<file path="src/hw/rtl/ttfd_pkg.sv">
// Shared types, codes and channel widening helpers for the tiled texel decoder.
`timescale 1ns / 1ps
`default_nettype none

package ttfd_pkg;

    localparam int COORD_W    = 10;
    localparam int CFG_DATA_W = 11;
    localparam int CFG_IDX_W  = 2;

    // texel format codes
    localparam logic [2:0] FMT_I4     = 3'd0;
    localparam logic [2:0] FMT_I8     = 3'd1;
    localparam logic [2:0] FMT_IA4    = 3'd2;
    localparam logic [2:0] FMT_RGB565 = 3'd3;
    localparam logic [2:0] FMT_RGB5A3 = 3'd4;

    // configuration register indexes
    localparam logic [CFG_IDX_W-1:0] CFG_FORMAT = 2'd0;
    localparam logic [CFG_IDX_W-1:0] CFG_WIDTH  = 2'd1;
    localparam logic [CFG_IDX_W-1:0] CFG_HEIGHT = 2'd2;

    typedef struct packed {
        logic [COORD_W-1:0] x;
        logic [COORD_W-1:0] y;
        logic [7:0]         r;
        logic [7:0]         g;
        logic [7:0]         b;
        logic [7:0]         a;
        logic               last;
        logic               done;
    } pixel_t;

    // up to two pixels decoded from one byte, in output order
    typedef struct packed {
        logic   v0;
        logic   v1;
        pixel_t p0;
        pixel_t p1;
    } pair_t;

    function automatic logic [7:0] widen3(input logic [2:0] v);
        return {v, v, v[2:1]};
    endfunction

    function automatic logic [7:0] widen4(input logic [3:0] v);
        return {v, v};
    endfunction

    function automatic logic [7:0] widen5(input logic [4:0] v);
        return {v, v[4:2]};
    endfunction

    function automatic logic [7:0] widen6(input logic [5:0] v);
        return {v, v[5:4]};
    endfunction

endpackage

`default_nettype wire

</file>
<file path="src/hw/rtl/tiled_texel_format_decoder.sv">
// Tiled texel format decoder: texel bytes of a tiled texture in, RGBA8 pixels out.
//
// Input channel: data_byte with data_valid/data_stall, one byte per beat in
// file order. Output channel: one pixel per beat on pixel_valid/pixel_stall
// with its coordinates, color, last_of_run and image_done.
// Configuration: cfg_write with cfg_index/cfg_data; index 0 format, 1 width,
// 2 height. A write to index 0, 1 or 2 restarts the image at the first tile.
// Write only while the block is idle.
// The pixels of an accepted byte are registered in the two-slot pixel buffer,
// then in the output register. Throughput: one byte per cycle for I8, IA4,
// RGB565 and RGB5A3 when not stalled (16-bit formats take two bytes per pixel);
// for I4 the single-pixel output channel stalls the input while both pixels of
// a byte wait. Bytes only in padded tiles or holding a high byte give no pixel.
// Reset: format I4, width and height 1, counters cleared, no pixel pending.
// A stalled output holds its pixel; data_stall rises as soon as the two-slot
// pixel buffer in front of the output register cannot drain.
`timescale 1ns / 1ps
`default_nettype none

module tiled_texel_format_decoder #(
    parameter int MAX_DIMENSION = 1024
) (
    input  wire logic                           clk,
    input  wire logic                           rst_n,
    input  wire logic                           cfg_write,
    input  wire logic [ttfd_pkg::CFG_IDX_W-1:0] cfg_index,
    input  wire logic [ttfd_pkg::CFG_DATA_W-1:0] cfg_data,
    input  wire logic                           data_valid,
    output logic                                data_stall,
    input  wire logic [7:0]                     data_byte,
    output logic                                pixel_valid,
    input  wire logic                           pixel_stall,
    output logic [ttfd_pkg::COORD_W-1:0]        pixel_x,
    output logic [ttfd_pkg::COORD_W-1:0]        pixel_y,
    output logic [7:0]                          red,
    output logic [7:0]                          green,
    output logic [7:0]                          blue,
    output logic [7:0]                          alpha,
    output logic                                last_of_run,
    output logic                                image_done
);
    import ttfd_pkg::*;

    localparam int DIM_W = $clog2(MAX_DIMENSION) + 1;

    function automatic logic [DIM_W-1:0] clamp_dim(input logic [CFG_DATA_W-1:0] v);
        if (v == '0)
            return DIM_W'(1);
        else if (int'(v) > MAX_DIMENSION)
            return DIM_W'(MAX_DIMENSION);
        else
            return DIM_W'(v);
    endfunction

    logic [2:0]       fmt_reg;
    logic [DIM_W-1:0] w_reg, h_reg, w_m1, h_m1;
    logic             cfg_hit;

    pair_t  dec_pair;
    logic   pv0_reg, pv1_reg;
    pixel_t pix0_reg, pix1_reg;
    logic   out_valid_reg;
    pixel_t out_pix_reg;

    logic   take, out_free, move, drain;
    pixel_t sel_pix;

    assign cfg_hit = cfg_write && (cfg_index inside {CFG_FORMAT, CFG_WIDTH, CFG_HEIGHT});

    always_ff @(posedge clk or negedge rst_n)
    begin
        if (!rst_n)
        begin
            fmt_reg <= FMT_I4;
            w_reg   <= DIM_W'(1);
            h_reg   <= DIM_W'(1);
        end
        else if (cfg_write)
        begin
            case (cfg_index)
                CFG_FORMAT: fmt_reg <= cfg_data[2:0];
                CFG_WIDTH:  w_reg   <= clamp_dim(cfg_data);
                CFG_HEIGHT: h_reg   <= clamp_dim(cfg_data);
                default:    ;
            endcase
        end
    end

    assign w_m1 = w_reg - DIM_W'(1);
    assign h_m1 = h_reg - DIM_W'(1);

    ttfd_unpack #(
        .DIM_W (DIM_W)
    ) u_unpack (
        .clk       (clk),
        .rst_n     (rst_n),
        .clear     (cfg_hit),
        .fmt       (fmt_reg),
        .width     (w_reg),
        .height    (h_reg),
        .take      (take),
        .data_byte (data_byte),
        .pair      (dec_pair)
    );

    // pixel buffer drains one pixel per beat into the output register
    assign out_free = !out_valid_reg || !pixel_stall;
    assign move     = out_free && (pv0_reg || pv1_reg);
    assign sel_pix  = pv0_reg ? pix0_reg : pix1_reg;
    // buffer is empty after this cycle
    assign drain    = !(pv0_reg && pv1_reg) && (!(pv0_reg || pv1_reg) || out_free);

    assign data_stall = !drain;
    assign take       = data_valid && drain;

    always_ff @(posedge clk or negedge rst_n)
    begin
        if (!rst_n)
        begin
            pv0_reg <= 1'b0;
            pv1_reg <= 1'b0;
        end
        else if (take)
        begin
            pv0_reg <= dec_pair.v0;
            pv1_reg <= dec_pair.v1;
        end
        else if (move)
        begin
            if (pv0_reg)
                pv0_reg <= 1'b0;
            else
                pv1_reg <= 1'b0;
        end
    end

    always_ff @(posedge clk)
    begin
        if (take)
        begin
            pix0_reg <= dec_pair.p0;
            pix1_reg <= dec_pair.p1;
        end
    end

    always_ff @(posedge clk or negedge rst_n)
    begin
        if (!rst_n)
            out_valid_reg <= 1'b0;
        else if (out_free)
            out_valid_reg <= move;
    end

    always_ff @(posedge clk)
    begin
        if (move)
            out_pix_reg <= sel_pix;
    end

    assign pixel_valid = out_valid_reg;
    assign pixel_x     = out_pix_reg.x;
    assign pixel_y     = out_pix_reg.y;
    assign red         = out_pix_reg.r;
    assign green       = out_pix_reg.g;
    assign blue        = out_pix_reg.b;
    assign alpha       = out_pix_reg.a;
    assign last_of_run = out_pix_reg.last;
    assign image_done  = out_pix_reg.done;

    // a full pixel buffer must hold off the input
    a_full_stalls: assert property (@(posedge clk) disable iff (!rst_n)
        (pv0_reg && pv1_reg) |-> data_stall)
        else $error("pixel buffer full but input not stalled");

    // held output pixel does not change while stalled
    a_out_hold: assert property (@(posedge clk) disable iff (!rst_n)
        (out_valid_reg && pixel_stall) |=> (out_valid_reg && $stable(out_pix_reg)))
        else $error("stalled output pixel changed");

    // bottom-right pixel always closes the run of its byte
    a_done_last: assert property (@(posedge clk) disable iff (!rst_n)
        (pixel_valid && image_done) |-> last_of_run)
        else $error("image_done without last_of_run");

    // image_done only at the bottom-right corner
    a_done_corner: assert property (@(posedge clk) disable iff (!rst_n)
        (pixel_valid && image_done) |->
            (pixel_x == COORD_W'(w_m1) && pixel_y == COORD_W'(h_m1)))
        else $error("image_done away from the corner");

endmodule

`default_nettype wire

</file>
<file path="src/hw/rtl/ttfd_unpack.sv">
// Tile position counters and byte-to-pixel decode for the tiled texel decoder.
`timescale 1ns / 1ps
`default_nettype none

module ttfd_unpack #(
    parameter int DIM_W = 11
) (
    input  wire logic                clk,
    input  wire logic                rst_n,
    input  wire logic                clear,
    input  wire logic [2:0]          fmt,
    input  wire logic [DIM_W-1:0]    width,
    input  wire logic [DIM_W-1:0]    height,
    input  wire logic                take,
    input  wire logic [7:0]          data_byte,
    output ttfd_pkg::pair_t          pair
);
    import ttfd_pkg::*;

    logic [DIM_W-1:0] tcb_reg, tcb_next;
    logic [DIM_W-1:0] trb_reg, trb_next;
    logic [2:0]       row_reg, row_next;
    logic [2:0]       col_reg, col_next;
    logic [7:0]       hold_reg, hold_next;
    logic             pend_reg, pend_next;

    logic [DIM_W-1:0] x0, x1, y, w_m1, h_m1;
    logic [DIM_W-1:0] tcb_sum, trb_sum;
    logic [3:0]       step, tw, th, col_sum, row_sum;
    logic             emit, adv;
    logic             vis0, vis1;
    logic [15:0]      texel;
    logic [7:0]       r0, g0, b0, a0, a1;

    assign x0    = tcb_reg + DIM_W'(col_reg);
    assign x1    = x0 + DIM_W'(1);
    assign y     = trb_reg + DIM_W'(row_reg);
    assign w_m1  = width - DIM_W'(1);
    assign h_m1  = height - DIM_W'(1);
    assign texel = {hold_reg, data_byte};

    always_comb
    begin
        step = 4'd1;
        tw   = 4'd8;
        th   = 4'd4;
        emit = 1'b0;
        adv  = 1'b0;
        r0   = 8'hFF;
        g0   = 8'hFF;
        b0   = 8'hFF;
        a0   = 8'hFF;
        a1   = widen4(data_byte[3:0]);
        hold_next = hold_reg;
        pend_next = pend_reg;
        case (fmt)
            FMT_I4:
            begin
                step = 4'd2;
                th   = 4'd8;
                a0   = widen4(data_byte[7:4]);
                emit = 1'b1;
                adv  = 1'b1;
            end
            FMT_I8:
            begin
                a0   = data_byte;
                emit = 1'b1;
                adv  = 1'b1;
            end
            FMT_IA4:
            begin
                r0   = widen4(data_byte[3:0]);
                g0   = r0;
                b0   = r0;
                a0   = widen4(data_byte[7:4]);
                emit = 1'b1;
                adv  = 1'b1;
            end
            FMT_RGB565, FMT_RGB5A3:
            begin
                tw = 4'd4;
                if (!pend_reg)
                begin
                    hold_next = data_byte;
                    pend_next = 1'b1;
                end
                else
                begin
                    pend_next = 1'b0;
                    emit = 1'b1;
                    adv  = 1'b1;
                    if (fmt == FMT_RGB565)
                    begin
                        r0 = widen5(texel[15:11]);
                        g0 = widen6(texel[10:5]);
                        b0 = widen5(texel[4:0]);
                    end
                    else if (texel[15])
                    begin
                        r0 = widen5(texel[14:10]);
                        g0 = widen5(texel[9:5]);
                        b0 = widen5(texel[4:0]);
                    end
                    else
                    begin
                        a0 = widen3(texel[14:12]);
                        r0 = widen4(texel[11:8]);
                        g0 = widen4(texel[7:4]);
                        b0 = widen4(texel[3:0]);
                    end
                end
            end
            default:
            begin
                // unknown format: byte is dropped, state untouched
            end
        endcase
    end

    // second pixel exists only for I4
    assign vis0 = emit && (x0 < width) && (y < height);
    assign vis1 = emit && (fmt == FMT_I4) && (x1 < width) && (y < height);

    always_comb
    begin
        pair.v0      = vis0;
        pair.v1      = vis1;
        pair.p0.x    = COORD_W'(x0);
        pair.p0.y    = COORD_W'(y);
        pair.p0.r    = r0;
        pair.p0.g    = g0;
        pair.p0.b    = b0;
        pair.p0.a    = a0;
        pair.p0.last = !vis1;
        pair.p0.done = (x0 == w_m1) && (y == h_m1);
        pair.p1.x    = COORD_W'(x1);
        pair.p1.y    = COORD_W'(y);
        pair.p1.r    = 8'hFF;
        pair.p1.g    = 8'hFF;
        pair.p1.b    = 8'hFF;
        pair.p1.a    = a1;
        pair.p1.last = 1'b1;
        pair.p1.done = (x1 == w_m1) && (y == h_m1);
    end

    assign col_sum = {1'b0, col_reg} + step;
    assign row_sum = {1'b0, row_reg} + 4'd1;
    assign tcb_sum = tcb_reg + DIM_W'(tw);
    assign trb_sum = trb_reg + DIM_W'(th);

    always_comb
    begin
        col_next = col_reg;
        row_next = row_reg;
        tcb_next = tcb_reg;
        trb_next = trb_reg;
        if (adv)
        begin
            if (col_sum < tw)
            begin
                col_next = col_sum[2:0];
            end
            else
            begin
                col_next = 3'd0;
                if (row_sum < th)
                begin
                    row_next = row_sum[2:0];
                end
                else
                begin
                    row_next = 3'd0;
                    if (tcb_sum < width)
                    begin
                        tcb_next = tcb_sum;
                    end
                    else
                    begin
                        tcb_next = '0;
                        trb_next = (trb_sum >= height) ? '0 : trb_sum;
                    end
                end
            end
        end
    end

    always_ff @(posedge clk or negedge rst_n)
    begin
        if (!rst_n)
        begin
            tcb_reg  <= '0;
            trb_reg  <= '0;
            row_reg  <= '0;
            col_reg  <= '0;
            hold_reg <= '0;
            pend_reg <= 1'b0;
        end
        else if (clear)
        begin
            tcb_reg  <= '0;
            trb_reg  <= '0;
            row_reg  <= '0;
            col_reg  <= '0;
            hold_reg <= '0;
            pend_reg <= 1'b0;
        end
        else if (take)
        begin
            tcb_reg  <= tcb_next;
            trb_reg  <= trb_next;
            row_reg  <= row_next;
            col_reg  <= col_next;
            hold_reg <= hold_next;
            pend_reg <= pend_next;
        end
    end

endmodule

`default_nettype wire

</file>
<file path="config.mk">
export PLATFORM = sky130hd
export DESIGN_NAME = tiled_texel_format_decoder
export DESIGN_NICKNAME = d
export VERILOG_FILES = /design/src/hw/rtl/ttfd_pkg.sv /design/src/hw/rtl/tiled_texel_format_decoder.sv /design/src/hw/rtl/ttfd_unpack.sv
export SDC_FILE = /design/constraint.sdc
export NUM_CORES = 1
export LEC_CHECK = 0
export ABC_AREA = 1
export BUFFER_PORTS_ARGS = -buffer_cell sky130_fd_sc_hd__clkbuf_2
export CAP_MARGIN = 5
export CORE_MARGIN = 2
export CORE_UTILIZATION = 33
export DETAILED_ROUTE_END_ITERATION = 8
export GPL_ROUTABILITY_DRIVEN = 0
export PLACE_DENSITY_LB_ADDON = 0.1
export SLEW_MARGIN = 30
export SYNTH_ARGS = -nofsm -noshare
export SYNTH_HDL_FRONTEND = slang
export SYNTH_SLANG_ARGS = --single-unit
</file>
<file path="constraint.sdc">
create_clock -name clk -period 9.1 [get_ports clk]
set_input_delay 0.455 -clock clk [delete_from_list [all_inputs] [get_ports clk]]
set_output_delay 0.455 -clock clk [all_outputs]
set_load 0.03 [all_outputs]
</file>
==> flow_metrics.py, run 1 <==
metrics = {
    "grt": {
        "grt_max_degree": 70,
        "grt_antenna_before_repair": 0,
        "grt.overflow.total": 0,
        "grt_pass1_wl_um": 43000,
        "track_usage_pct": 16.6,
        "grt_pass1_vias": 7820,
    },
    "pwr": {
        "leakage_nw": 5.43,
        "p_total_mw": 3.32,
        "peakVddDrop_mv": 0.147,
        "power_density_nw_per_um2": 278,
    },
    "die": {
        "coreArea_um2": 31600,
        "die_h_um": 183,
        "pin_count": 82,
        "die_w_um": 183,
        "design.die.area_um2": 33400,
        "start_util_pct": 33.4,
        "placement_rows": 65,
    },
    "clocking": {
        "cts-root-buf": "clkbuf_16",
        "cts_made_buffers": 17,
        "clkLatencyLatePin_ns": 0.43,
        "clk_pin_slew_ns": 0.07,
        "ctsLongestPathBuffers": 2,
        "post_cts_buffers": 0,
        "ctsHoldBuffers": 0,
        "cts.sinks": 184,
        "cts_tree": "yes",
        "h-tree-depth": 4,
        "ctsResizeCount": 0,
    },
    "routing": {
        "wire_per_inst_um": 15.7,
        "drt_pass1_iterations": 5,
        "via_count": 8128,
        "drc": 0,
        "ant_nets": 0,
        "drt_iter0_markers": 602,
        "viasPerCell": 4.78,
        "routed_wl_um": 26800,
    },
    "synthesis": {
        "syn_area_per_cell_um2": 8.74,
        "ys_top_cells_by_area": "edfxtp_1 35%, dfrtp_1 14%, nand2_1 12%, ha_1 7.7%, inv_1 5.2%",
        "yosys-top-cells-count": "327 x nand2_1, 145 x inv_1, 123 x edfxtp_1",
        "synth_top_cell_by_area": "edfxtp_1",
        "yosysSeqAreaShare_pct": 49.5,
        "syn_nets": 1301,
        "yosys_warnings": 0,
        "synthCells": 1207,
        "synth_edf_count": 123,
        "yosysUniqueCellTypes": 49,
        "synth-async-reset-ratio_pct": 33.2,
        "synth_flop_cell": "edfxtp_1",
        "synth_area_um2": 10600,
        "synth.most_common_cell": "nand2_1",
        "yosys_register_bits": 184,
        "synth_top_area_share_pct": 35.0,
    },
    "sta": {
        "post-route-period-util_pct": 46.1,
        "rsz0062_at_grt": "false",
        "fin_setup_tns_ns": 0,
        "hold_viol_final": 0,
        "relSlewSlack_pct": 41.4,
        "tightest_slew_ns": 0.879,
        "max_freq_mhz": 238,
        "finalWorstSetupSlack_ns": 4.90,
        "fin_skew_ns": 0.0125,
        "finalSetupViolCount": 0,
        "drv_slew": 0,
        "timing.final.crit_period_ns": 4.20,
    },
    "worst_setup_path": {
        "crit_buf_inv": 2,
        "slowest_stage": "nor2_2",
        "path_common_cell": "nand2_1",
        "critPathArrivalTime_ns": 4.51,
        "critPathKind": "reg -> reg",
        "crit_fanout": 18,
        "cp_top_family": "simple AND/OR/NAND/NOR gates",
        "crit_required_ns": 9.41,
        "critPathMaxStageDelay_ns": 0.56,
        "startpoint_type": "flop",
        "path_cells": "o21ai_4 > nand2_4 > inv_1 > ha_1 > fa_1 > nand2_1 > nor3_1 > xor2_1 > inv_1 > ha_1 > nand2_1 > nor2_1 > nand3b_1 > o2111ai_1 > nor2_2 > nor2_8 > nand2_1 > o21ai_2",
        "r2r_start": "fmt_reg[0]",
        "cp-end-kind": "flop",
        "crit_path_start": "fmt_reg[0]",
    },
    "layout": {
        "largest_reg_flops": 44,
        "drive_above_1_share_pct": 14.1,
        "antennaDiodeCount": 0,
        "nNetsFinal": 1381,
        "syn2layout_area_growth_pct": 13.0,
    },
    "placement": {
        "dpl_worst_slack_ns": 4.95,
        "portBuffers": 81,
        "dp_hpwl_um": 20500,
    },
    "status": {
        "status": "finished clean",
    },
    "flow_run": {
        "drv_cap": 0,
    },
    "worst_hold_path": {
        "hp-class": "in -> async",
    },
}
worst reg2reg max path, delay by kind of cell (launching register included):
| kind | cells | cell delay (ns) |
|---|---|---|
| flops | 1 | 0.49 |
| fa+ha+maj | 3 | 0.83 |
| compound gates | 3 | 0.54 |
| buf+inv | 2 | 0.48 |
| xor+xnor | 1 | 0.17 |
| simple gates | 9 | 1.59 |
cell families (layout without fill, tap and decap cells):
group / count (synthesis) / in the layout / share of synthesized area, %
XOR/XNOR: 29 / 29 / 2.41
AO/OA/AOI/OAI: 181 / 181 / 9.89
flip-flops: 184 / 184 / 49.5
buffers and inverters: 175 / 268 / 6.64
AND/OR/NAND/NOR: 570 / 570 / 23.3
adder cells (fa/ha/maj): 68 / 68 / 8.28
worst paths after layout:
path	to	slack, ns	cells past startpoint
max	u_unpack.trb_reg[5]	4.90	18
max in group asynchronous	u_unpack.row_reg[0]	8.35	2
min in group clk	pix1_reg[7]	0.27	1
min	h_reg[6]	0.18	2
min reg2reg	pixel_y[2]	0.42	0
max reg2reg	u_unpack.trb_reg[5]	4.90	18
layout make-up:
type	instances	area, µm²
inverters	152	576
clock buffers	17	425
flip-flops and latches	184	5220
well taps	402	503
clock inverters	15	125
repair buffers	84	428
fillers	3260	19600
multi-input cells	848	4640
cell usage in the layout (no fill, tap or decap), drive strengths merged:
cell type and instances:
nand2 338, inv 157, edfxtp 123, nor2 115, o21ai 100, clkbuf 97, ha 65, nand3 65
dfrtp 59, a21oi 47, xor2 25, or2 25, nor3 15, o22ai 13, nand4 8, clkinv 7
o2111ai 5, o31ai 4, xnor2 4, buf 4, fa 3, o311ai 2, o211ai 2, nor4 2
o21a 2, clkinvlp 2, dfstp 2, a2111oi 1, o21bai 1, o221ai 1, a21o 1, a221oi 1
and2 1, nand3b 1, a211oi 1, bufinv 1
through the flow:
step	utilization (%)	instances	cell area, µm²	hold WS, ns
after global placement	36.0	1670	11400	0.404
after floorplan	-	1207	10600	0.159
after CTS	37.8	1702	11900	0.228
after detailed placement	36.0	1670	11400	0.405
final	37.8	1702	11900	0.178
after global routing	37.8	1702	11900	0.259
report_power, final:
group          total (mW)  switching (mW)  internal [mW]
registers            1.26           0.125           1.14
clock network       0.715           0.336          0.378
logic                1.34           0.902          0.437
total                3.32            1.36           1.96
metal layers:
metal	track usage, %	vias to the layer above	wire, µm
met3	2.68	20	732
li1	-	4166	-
met2	27.7	153	12600
met4	4.16	0	367
met1	22.5	3789	13100
met5	0	-	0
No activity file was read; power rests on OpenSTA's default activity.
==> run 2, diff against run 1 <==
Clock period 9.1 ns to 4.3 ns, I/O delays scaled along.
==> run 2 against run 1 <==
Effect of this change: cell area increased by 0.76%; global-route usage is 0.25 points higher; via count is 0.73% higher; worst hold slack worse by 0.16 ns; worst setup slack worse by 4.4 ns; clock power increased by 120%; clock skew up 0.0021 ns; register-to-register slack worse by 4.4 ns; largest cell class unchanged.
==> flow_metrics.py, run 2 (synthesized netlist as in run 1, its figures left out) <==
metrics = {
    "sta": {
        "tightest_slew_ns": 0.889,
        "relSlewSlack_pct": 40.7,
        "timing.final.crit_period_ns": 3.76,
        "max_freq_mhz": 266,
        "rsz0062_at_grt": "false",
        "fin_skew_ns": 0.0146,
        "hold_viol_final": 0,
        "drv_slew": 0,
        "finalWorstSetupSlack_ns": 0.541,
        "hold_slack_ns": 0.0207,
        "fin_setup_tns_ns": 0,
        "finalSetupViolCount": 0,
        "post-route-period-util_pct": 87.4,
    },
    "clocking": {
        "clk_pin_slew_ns": 0.08,
        "cts.sinks": 184,
        "ctsLongestPathBuffers": 2,
        "clkLatencyLatePin_ns": 0.45,
        "h-tree-depth": 4,
        "cts-root-buf": "clkbuf_16",
        "cts_made_buffers": 17,
        "cts_tree": "yes",
    },
    "die": {
        "placement_rows": 65,
        "start_util_pct": 33.4,
        "die_w_um": 183,
        "die_h_um": 183,
        "pin_count": 82,
        "design.die.area_um2": 33400,
        "coreArea_um2": 31600,
    },
    "worst_setup_path": {
        "crit_path_start": "fmt_reg[0]",
        "cp-end-kind": "flop",
        "worstReg2RegEnd": "u_unpack.trb_reg[4]",
        "r2r_cells": 22,
        "endpoint": "u_unpack.trb_reg[4]",
        "startpoint_type": "flop",
        "rrSetupSlack_ns": 0.54,
        "critPathKind": "reg -> reg",
        "crit_required_ns": 4.67,
        "critPathArrivalTime_ns": 4.12,
        "r2r_start": "fmt_reg[0]",
        "crit_fanout": 16,
    },
    "routing": {
        "ant_nets": 0,
        "drt_iter0_markers": 631,
        "drt_pass1_iterations": 6,
        "drc": 0,
        "viasPerCell": 4.78,
        "wl_met3_um": 982,
        "wire_per_inst_um": 15.8,
        "top_layer_used": "met4",
        "routed_wl_um": 27100,
        "via_count": 8187,
        "met2WireLength_um": 12700,
        "wl_met1_um": 12900,
    },
    "placement": {
        "portBuffers": 81,
        "post_dp_cell_area_um2": 11400,
        "dpl_worst_slack_ns": 0.278,
        "place_inst": 1676,
        "dp_hpwl_um": 20700,
    },
    "layout": {
        "largest_reg_flops": 44,
        "final_util_pct": 38.0,
        "fin_cells": 1711,
        "antennaDiodeCount": 0,
        "nNetsFinal": 1390,
        "syn2layout_area_growth_pct": 13.8,
        "fin_area_um2": 12000,
        "drive_above_1_share_pct": 14.8,
        "final_cell_mix": "327 x nand2_1, 143 x inv_1, 123 x edfxtp_1",
        "fillCellCount": 3283,
        "layout_commonest_cell": "nand2_1",
    },
    "grt": {
        "grt_pass1_vias": 7903,
        "grt.overflow.total": 0,
        "grt_pass1_wl_um": 43600,
        "track_usage_pct": 16.8,
        "grt_max_degree": 70,
        "grt_antenna_before_repair": 0,
    },
    "pwr": {
        "peakVddDrop_mv": 0.310,
        "leakage_nw": 5.47,
        "power_density_nw_per_um2": 593,
        "p_total_mw": 7.13,
    },
    "worst_hold_path": {
        "hp-class": "in -> reg",
    },
    "flow_run": {
        "drv_cap": 0,
    },
    "status": {
        "status": "finished clean",
    },
}
==> run 2: cell count changes in the layout (fill, tap and decap cells not counted), sizes merged <==
cell	before	now
buf	4	12
inv	157	158
clkinvlp	2	4
clkinv	7	3
dlygate4sd3	0	1
clkbuf	97	98
==> run 2: final cells by class <==
class / count / area (µm²) / area share [%]
flip-flops and latches: 184 / 5220 / 43.5
multi-input cells: 848 / 4630 / 38.6
inverters: 152 / 579 / 4.82
well taps: 402 / 503 / 4.19
repair buffers: 93 / 498 / 4.15
clock buffers: 18 / 429 / 3.57
clock inverters: 14 / 140 / 1.17
==> run 2: worst max-delay path, stage by stage, from the launching register on <==
cell and delay, ns:
dfrtp_1 0.50, nand2_2 0.10, inv_2 0.06, nor2_2 0.08
inv_2 0.07, nand2_4 0.19, clkinvlp_4 0.17, ha_1 0.24
fa_1 0.45, nand2_1 0.14, nor3_1 0.07, xor2_1 0.14
inv_1 0.07, ha_1 0.30, nand2_1 0.06, nor2_1 0.13
nand3b_1 0.10, o2111ai_1 0.09, nor2_1 0.08, buf_4 0.17
nor2_8 0.28, nand2_1 0.11, o21ai_2 0.07
==> run 2: report_power, final <==
| part | internal, mW | switching, mW |
|---|---|---|
| clock network | 0.817 | 0.749 |
| logic | 0.969 | 1.93 |
| registers | 2.41 | 0.248 |
==> run 2: worst min-delay path by stage <==
stage	start	slack [ns]	cells past startpoint	to
final	data_byte[1]	0.02	1	pix1_reg[7]
after global routing	data_byte[1]	0.009	1	pix1_reg[7]
after CTS	data_byte[1]	0.01	1	pix1_reg[7]
after detailed placement	rst_n	0.05	1	h_reg[6]
after global placement	rst_n	0.05	1	h_reg[6]
after floorplan	rst_n	-0.08	0	fmt_reg[0]
==> run 2: what timing repair did <==
| item | 4_1_cts | 5_1_grt |
|---|---|---|
| resized for setup | 0 | 1 |
| endpoints found under the hold margin | 6 | 0 |
| endpoints found under the setup margin | 0 | 9 |
| hold buffers | 1 | 0 |
| buffers inserted | 0 | 2 |
==> run 2: routing by layer <==
layer  global-route usage (%)  vias up
li1                         -     4182
met1                     22.9     3800
met4                     4.96        0
met5                        0        -
met2                     27.5      176
met3                     2.98       29
